--- src/sv/ple_pkg.sv ---
// shared types and constants for the positional list engine
`default_nettype none

package ple_pkg;

  localparam int KIND_W  = 3;
  localparam int POS_W   = 5;
  localparam int VALUE_W = 32;

  localparam logic [KIND_W-1:0] KIND_INSERT = 3'd0;
  localparam logic [KIND_W-1:0] KIND_DELETE = 3'd1;
  localparam logic [KIND_W-1:0] KIND_READ   = 3'd2;
  localparam logic [KIND_W-1:0] KIND_FIND   = 3'd3;
  localparam logic [KIND_W-1:0] KIND_CLEAR  = 3'd4;

  // broadcast command to every cell of the row
  typedef struct packed {
    logic ins;
    logic del;
    logic rd;
    logic fnd;
  } cell_ctrl_t;

endpackage

`default_nettype wire

--- src/sv/positional_list_engine.sv ---
// top level: request control and the row of list cells
`default_nettype none

// Ordered list of up to CAPACITY entries kept in a row of cells, one entry per
// cell. A request is taken when start is high and busy is low; its result is
// shown for one cycle with done high and cannot be held off. Insert, delete,
// clear, unused kind codes and any request with a bad position give their
// result straight from the execute state, since every cell shifts in the same
// cycle. A valid read and every find send a probe token down the row, one cell
// per cycle, and the result is shown once the token has left the last cell, so
// the row length sets the wait. busy stays high until the result is shown,
// and a new request can be taken in the cycle that shows it.
module positional_list_engine #(
  parameter int CAPACITY   = 16,
  parameter int DATA_WIDTH = 32
) (
  input  wire                          clk,
  input  wire                          rst,
  input  wire                          start,
  output logic                         busy,
  input  wire [ple_pkg::KIND_W-1:0]    kind,
  input  wire [ple_pkg::POS_W-1:0]     position,
  input  wire [ple_pkg::VALUE_W-1:0]   value,
  output logic                         done,
  output logic                         status,
  output logic [ple_pkg::VALUE_W-1:0]  read_value,
  output logic [ple_pkg::POS_W-1:0]    found_position,
  output logic [ple_pkg::POS_W-1:0]    length,
  output logic                         is_empty
);
  import ple_pkg::*;

  localparam int CW = $clog2(CAPACITY + 1);
  localparam int LW = (CW > POS_W) ? CW : POS_W;
  localparam int XW = (DATA_WIDTH > VALUE_W) ? DATA_WIDTH : VALUE_W;
  localparam logic [LW-1:0] CAP_L = LW'(CAPACITY);
  localparam logic [CW-1:0] LAST_STEP = CW'(CAPACITY);

  typedef enum logic [1:0] {
    S_IDLE,
    S_EXEC,
    S_SCAN
  } state_t;

  state_t                state;
  logic [KIND_W-1:0]     kind_r;
  logic [POS_W-1:0]      pos_r;
  logic [DATA_WIDTH-1:0] key_r;
  logic [CW-1:0]         count;
  logic [CW-1:0]         step;

  logic [XW-1:0]         value_ext;
  logic [LW-1:0]         pos_ext;
  logic [LW-1:0]         count_ext;
  logic [LW-1:0]         pos_m1;
  logic [CW-1:0]         pos_idx;
  logic                  pos_nz;
  logic                  ins_ok;
  logic                  del_ok;
  logic                  rd_ok;
  logic [CW-1:0]         count_next;
  logic [LW-1:0]         len_ext;
  logic [LW-1:0]         fpos_ext;
  logic [XW-1:0]         rdata_ext;
  cell_ctrl_t            ctrl;

  logic [DATA_WIDTH-1:0] entries [CAPACITY];
  logic                  hit     [CAPACITY];
  logic [DATA_WIDTH-1:0] tdata   [CAPACITY];
  logic [CW-1:0]         tpos    [CAPACITY];

  assign value_ext = XW'(value);
  assign pos_ext   = LW'(pos_r);
  assign count_ext = LW'(count);
  assign pos_m1    = pos_ext - LW'(1);
  assign pos_idx   = pos_m1[CW-1:0];
  assign pos_nz    = (pos_ext != '0);

  assign ins_ok = (kind_r == KIND_INSERT) && pos_nz && (pos_m1 <= count_ext) &&
                  (count_ext < CAP_L);
  assign del_ok = (kind_r == KIND_DELETE) && pos_nz && (pos_m1 < count_ext);
  assign rd_ok  = (kind_r == KIND_READ) && pos_nz && (pos_m1 < count_ext);

  always_comb begin
    count_next = count;
    if (state == S_EXEC) begin
      if (ins_ok) begin
        count_next = count + CW'(1);
      end else if (del_ok) begin
        count_next = count - CW'(1);
      end else if (kind_r == KIND_CLEAR) begin
        count_next = '0;
      end
    end
  end

  always_comb begin
    ctrl     = '0;
    ctrl.ins = (state == S_EXEC) && ins_ok;
    ctrl.del = (state == S_EXEC) && del_ok;
    ctrl.rd  = (state == S_SCAN) && (kind_r == KIND_READ);
    ctrl.fnd = (state == S_SCAN) && (kind_r == KIND_FIND);
  end

  assign len_ext   = LW'(count_next);
  assign fpos_ext  = LW'(tpos[CAPACITY-1]);
  assign rdata_ext = XW'(tdata[CAPACITY-1]);
  assign busy      = (state != S_IDLE);

  genvar gi;
  generate
    for (gi = 0; gi < CAPACITY; gi++) begin : g_cell
      logic [DATA_WIDTH-1:0] left_e;
      logic [DATA_WIDTH-1:0] right_e;
      logic                  hin;
      logic [DATA_WIDTH-1:0] din;
      logic [CW-1:0]         pin;

      if (gi == 0) begin : g_head
        assign left_e = entries[gi];
        assign hin    = 1'b0;
        assign din    = '0;
        assign pin    = '0;
      end else begin : g_body
        assign left_e = entries[gi-1];
        assign hin    = hit[gi-1];
        assign din    = tdata[gi-1];
        assign pin    = tpos[gi-1];
      end

      if (gi == CAPACITY - 1) begin : g_tail
        assign right_e = entries[gi];
      end else begin : g_mid
        assign right_e = entries[gi+1];
      end

      ple_cell #(
        .CAPACITY   (CAPACITY),
        .DATA_WIDTH (DATA_WIDTH),
        .INDEX      (gi),
        .CW         (CW)
      ) u_cell (
        .clk         (clk),
        .ctrl        (ctrl),
        .pos_idx     (pos_idx),
        .count       (count),
        .key         (key_r),
        .left_entry  (left_e),
        .right_entry (right_e),
        .entry       (entries[gi]),
        .hit_in      (hin),
        .data_in     (din),
        .tpos_in     (pin),
        .hit_out     (hit[gi]),
        .data_out    (tdata[gi]),
        .tpos_out    (tpos[gi])
      );
    end
  endgenerate

  always_ff @(posedge clk) begin
    if (rst) begin
      state <= S_IDLE;
      count <= '0;
      done  <= 1'b0;
      step  <= '0;
    end else begin
      done  <= 1'b0;
      count <= count_next;
      case (state)
        S_IDLE: begin
          if (start) begin
            kind_r <= kind;
            pos_r  <= position;
            key_r  <= value_ext[DATA_WIDTH-1:0];
            state  <= S_EXEC;
          end
        end
        S_EXEC: begin
          step <= '0;
          if (rd_ok || (kind_r == KIND_FIND)) begin
            state <= S_SCAN;
          end else begin
            state          <= S_IDLE;
            done           <= 1'b1;
            status         <= !(ins_ok || del_ok || (kind_r == KIND_CLEAR));
            read_value     <= '0;
            found_position <= '0;
            length         <= len_ext[POS_W-1:0];
            is_empty       <= (count_next == '0);
          end
        end
        S_SCAN: begin
          step <= step + CW'(1);
          // token leaving the last cell has seen the whole row
          if (step == LAST_STEP) begin
            state          <= S_IDLE;
            done           <= 1'b1;
            status         <= !hit[CAPACITY-1];
            read_value     <= (kind_r == KIND_READ) ? rdata_ext[VALUE_W-1:0] : '0;
            found_position <= (kind_r == KIND_FIND) ? fpos_ext[POS_W-1:0] : '0;
            length         <= len_ext[POS_W-1:0];
            is_empty       <= (count == '0);
          end
        end
        default: begin
          state <= S_IDLE;
        end
      endcase
    end
  end

endmodule

`default_nettype wire

--- src/sv/ple_cell.sv ---
// one list slot: holds an entry, shifts on insert/delete, passes the probe token on
`default_nettype none

module ple_cell #(
  parameter int CAPACITY   = 16,
  parameter int DATA_WIDTH = 32,
  parameter int INDEX      = 0,
  parameter int CW         = $clog2(CAPACITY + 1)
) (
  input  wire                  clk,
  input  ple_pkg::cell_ctrl_t  ctrl,
  input  wire [CW-1:0]         pos_idx,
  input  wire [CW-1:0]         count,
  input  wire [DATA_WIDTH-1:0] key,
  input  wire [DATA_WIDTH-1:0] left_entry,
  input  wire [DATA_WIDTH-1:0] right_entry,
  output logic [DATA_WIDTH-1:0] entry,
  input  wire                  hit_in,
  input  wire [DATA_WIDTH-1:0] data_in,
  input  wire [CW-1:0]         tpos_in,
  output logic                 hit_out,
  output logic [DATA_WIDTH-1:0] data_out,
  output logic [CW-1:0]        tpos_out
);
  import ple_pkg::*;

  localparam logic [CW-1:0] MY_IDX = CW'(INDEX);
  localparam logic [CW-1:0] MY_POS = CW'(INDEX + 1);

  logic local_hit;

  assign local_hit = (ctrl.rd && (MY_IDX == pos_idx)) ||
                     (ctrl.fnd && (MY_IDX < count) && (entry == key));

  always_ff @(posedge clk) begin
    if (ctrl.ins) begin
      if (MY_IDX == pos_idx) begin
        entry <= key;
      end else if (MY_IDX > pos_idx) begin
        entry <= left_entry;
      end
    end else if (ctrl.del) begin
      if (MY_IDX >= pos_idx) begin
        entry <= right_entry;
      end
    end
  end

  // probe token: the first hit along the row wins and rides to the end
  always_ff @(posedge clk) begin
    if (hit_in) begin
      hit_out  <= 1'b1;
      data_out <= data_in;
      tpos_out <= tpos_in;
    end else if (local_hit) begin
      hit_out  <= 1'b1;
      data_out <= entry;
      tpos_out <= MY_POS;
    end else begin
      hit_out  <= 1'b0;
      data_out <= '0;
      tpos_out <= '0;
    end
  end

endmodule

`default_nettype wire

--- config.mk ---
export PLATFORM = sky130hd
export DESIGN_NAME = positional_list_engine
export DESIGN_NICKNAME = d
export VERILOG_FILES = /design/src/sv/ple_pkg.sv /design/src/sv/positional_list_engine.sv /design/src/sv/ple_cell.sv
export SDC_FILE = /design/constraint.sdc
export NUM_CORES = 2
export LEC_CHECK = 0
export BUFFER_PORTS_ARGS = -buffer_cell sky130_fd_sc_hd__buf_2
export CORE_MARGIN = 2
export CORE_UTILIZATION = 55
export CTS_BUF_LIST = sky130_fd_sc_hd__clkbuf_4
export DETAILED_ROUTE_END_ITERATION = 6
export PLACE_DENSITY = 0.71
export SETUP_SLACK_MARGIN = 0.02
export SYNTH_ARGS = -nofsm -noshare
export SYNTH_HDL_FRONTEND = slang
export SYNTH_SLANG_ARGS = --single-unit
--- constraint.sdc ---
create_clock -name clk -period 11.7 [get_ports clk]
set_clock_uncertainty 0.1 [all_clocks]
set_input_delay 1.755 -clock clk [delete_from_list [all_inputs] [get_ports clk]]
set_output_delay 1.755 -clock clk [all_outputs]
set_load 0.05 [all_outputs]
==> out/results.tsv <==
stage	metric	value	unit
synth	Netlist cell types	63	
floorplan	# rows	116	
setup_path	Worst path slowest cell	buf_4	
setup_path	CP required	12580	ps
setup_path	Worst Setup Start Kind	flip-flop	
setup_path	worst path cell trace	inv_1 > ha_1 > nand2b_1 > and2_1 > inv_1 > ha_1 > and3_1 > o21ai_1 > a32o_1 > and2_1 > nand2_8 > buf_12 > buf_4 > mux2_1	
sta	Final Setup Violations	0	
flow_run	Max Cap Violations	0	
cts	CTS Sinks	1190	
cts	CTS H-tree depth	5	
run_status	status	finished, violations left	
synth	asr flop ratio synth	0	%
sta	Hold Fails Final Rpt	0	
sta	worst slew pin tran	1258	ps
floorplan	io pins	89	
setup_path	CP Capture Type	flip-flop	
synth	top cell type by total area after synthesis	edfxtp_1	
power_and_ir_drop	Pwr Total	8610	uW
synth	Synth Net Count	5663	
setup_path	worst-path fanout max	218	
placed_design	placed cell areas	0.05728	sq mm
synth	Synth Area per Inst	9.966	sq um
cts	CTS Buf Count	325	
synth	top_reg_cell synth	edfxtp_1	
power_and_ir_drop	pwr/cell area	139.9	mW/mm^2
placed_design	placer congestion estimate	0.9830	
drt	DR iter-0 viols	5719	
cts	clk_lat worst skew	1250	ps
floorplan	Die ar.	0.1041	sq mm
synth	Seq/Total Area, Yosys	53.35	%
drt	Final ANT Viol Nets	0	
cts	Clock transition at path regs	70	ps
drt	Via-to-Cell Ratio	5.958	
cts	hold buffer count at CTS	0	
global_route	largest net degree at the start of global routing	248	
cts	CTS tree	built	
power_and_ir_drop	VDD IR max	0.09555	mV
sta	RSZ-0062 raised after global routing	no	
drt	First-pass DRT Iterations	7	
synth	Post-Syn Area	0.05583	sq mm
hold_path	HP Class	flip-flop to flip-flop	
cts	Post-CTS Resized	0	
cts	setup bufs post-CTS	0	
setup_path	CP Class	flip-flop to flip-flop	
finish	fin cells	7296	
floorplan	core footprint	0.1003	sq mm
sta	fmax	164.3	MHz
synth	share of the synthesized area in the top cell type	32.06	%
drt	drt wl/cell	25.54	um
synth	Synth Warn #	0	
cts	CTS max path bufs	4	
floorplan	Die W	322.6	um
synth	Mapped Cells	5602	
placed_design	DP HPWL	125800	um
global_route	initial antenna violation count	11	
sta	Setup TNS	0	ps
global_route	vias in the first global route	42290	
finish	fill count	8381	
finish	Area Overhead vs Synth	10.25	%
finish	layout cells sized above 1	14.03	%
power_and_ir_drop	leak pwr	0.02567	uW
global_route	total grt overflow	0	
synth	top cells by area, synth	edfxtp_1 (32%), dfxtp_1 (21%), mux2i_1 (8.1%), nand2_1 (7.3%), o21ai_1 (6.4%)	
finish	Nets	5746	
finish	fin area	0.06156	sq mm
floorplan	initial core utilization	55.67	%
drt	DRC viols	1	
global_route	first-pass GRT wire length	271600	um
drt	routed via count	43470	
setup_path	Largest stage delay, worst path	830	ps
synth	Post-synth EDFFs	596	
setup_path	Crit path max-delay family	buffers and inverters	
drt	final WL	186300	um
floorplan	die height	322.6	um
synth	post-synthesis register bit count	1190	
setup_path	crit path DAT	6960	ps
placed_design	Placed Instances	6715	
setup_path	Bufs and invs on worst path	4	
run_status	failing checks	DRC	
sta	max-slew violation count	0	
cts	Root Driver	clkbuf_4	
global_route	All-Layer GR Usage	35.52	%
sta	period utilisation layout	52.01	%
placed_design	port bufs	88	
sta	Final Critical Period	6085	ps
sta	Rel. slew slack	15.94	%
## state kept, by name, indices dropped and copies added (netlist names), 16 cells and up
signal	count
g_cell.u_cell.data_out	512
key_r	32
g_cell.u_cell.hit_out	16
g_cell.u_cell.entry	512
g_cell.u_cell.tpos_out	53
read_value	32
## synth_stat cells, types with 3 or more instances
library cell,count
a21oi_1,48
a21o_1,4
a21boi_1,3
nor2b_1,18
buf_4,5
o21ai_0,3
and2_1,97
buf_1,39
xor2_1,311
nand4_1,74
nor4_1,84
dfxtp_1,594
nor2_1,37
a311oi_1,3
mux2_1,62
o31ai_1,224
buf_6,8
nand2b_1,139
nand2_1,1086
ha_1,18
o21ai_1,714
xnor2_1,206
a31oi_1,5
a2111oi_0,5
mux2i_1,452
inv_2,3
and3_1,4
nor3b_1,4
o32a_1,3
clkbuf_1,276
nor3_1,17
inv_1,275
buf_2,133
nand3_1,18
edfxtp_1,596
## where the power goes
group / leakage [uW] / internal [uW] / switching (uW) / total, uW
sequential: 0.0102 / 4370 / 19.6 / 4390
combinational: 0.0129 / 104 / 243 / 348
clock: 0.00257 / 2130 / 1750 / 3870
total: 0.0257 / 6600 / 2010 / 8610
## per-layer routing
layer	vias up	global-route usage (%)	routed length [um]
met4	8	26.04	14680
met5	-	0	50
li1	19470	-	-
met1	20450	42.70	67820
met2	2791	55.40	83870
met3	742	8.966	19930
## tightest hold or removal path, cell delays in order (launching register included)
cell and delay, ps:
dfxtp_1 300, nand2_1 50, o31ai_1 50
## cells by family after synthesis
group                    after synthesis  share of synthesized area (%)
AND/OR/NAND/NOR                     1592                          12.82
flip-flops                          1190                          53.35
XOR/XNOR                             517                          8.110
adder cells (fa/ha/maj)               18                         0.4034
AO/OA/AOI/OAI                       1030                          10.51
buffers and inverters                739                          5.408
multiplexers                         516                          9.394
## layout make-up
type	instances	area, sq um	share of cell area (%)
repair buffers	217	1446	2.350
flip-flops and latches	1190	29810	48.42
inverters	278	1044	1.695
diodes	8	20.02	0.03252
multi-input cells	3673	23280	37.82
clock inverters	48	317.8	0.5163
clock buffers	525	3941	6.403
well taps	1357	1698	2.758
## metrics by stage
stage / util, % / setup slack, ps / hold WS [ps]
floorplan: - / 5374 / 260.2
global placement: 57.11 / 5887 / 308.6
detailed placement: 57.11 / 5759 / 314.1
CTS: 61.36 / 5743 / 277.9
global route: 61.37 / 5246 / 292.7
finish: 61.38 / 5615 / 270.5
## cells in the final DEF, fill, tap and decap left out, types with 4 or more instances in the layout
master / instances
a21o_1: 4
nor2_1: 29
nand2_2: 6
clkinv_1: 34
nand2_1: 1080
nor2_2: 8
and2_1: 96
a21oi_1: 38
o21ai_4: 5
dfxtp_2: 15
ha_1: 18
mux2_1: 62
a21oi_2: 5
dfxtp_1: 579
nor2b_1: 16
nor4_1: 84
diode_2: 8
and3_1: 4
inv_1: 275
a31oi_1: 4
bufinv_16: 5
nor3_2: 4
nand4_1: 74
buf_4: 126
a2111oi_0: 5
o31ai_1: 224
inv_2: 9
nand3_1: 15
nand2b_1: 139
edfxtp_1: 596
xnor2_1: 206
nand3_2: 4
xor2_1: 311
buf_2: 88
o21ai_1: 710
clkbuf_4: 525
a21oi_4: 5
mux2i_1: 452
nor3_1: 14
## final timing paths
kind                                 from                      endpoint  slack [ps]  cells after the start
max                            pos_ext[0]     g_cell[0].u_cell.entry[6]        5610                     14
max reg2reg                    pos_ext[0]     g_cell[0].u_cell.entry[6]        5610                     14
min          g_cell[0].u_cell.data_out[5]  g_cell[1].u_cell.data_out[5]         270                      2
min reg2reg  g_cell[0].u_cell.data_out[5]  g_cell[1].u_cell.data_out[5]         270                      2
(Power assumes the default switching activity.)
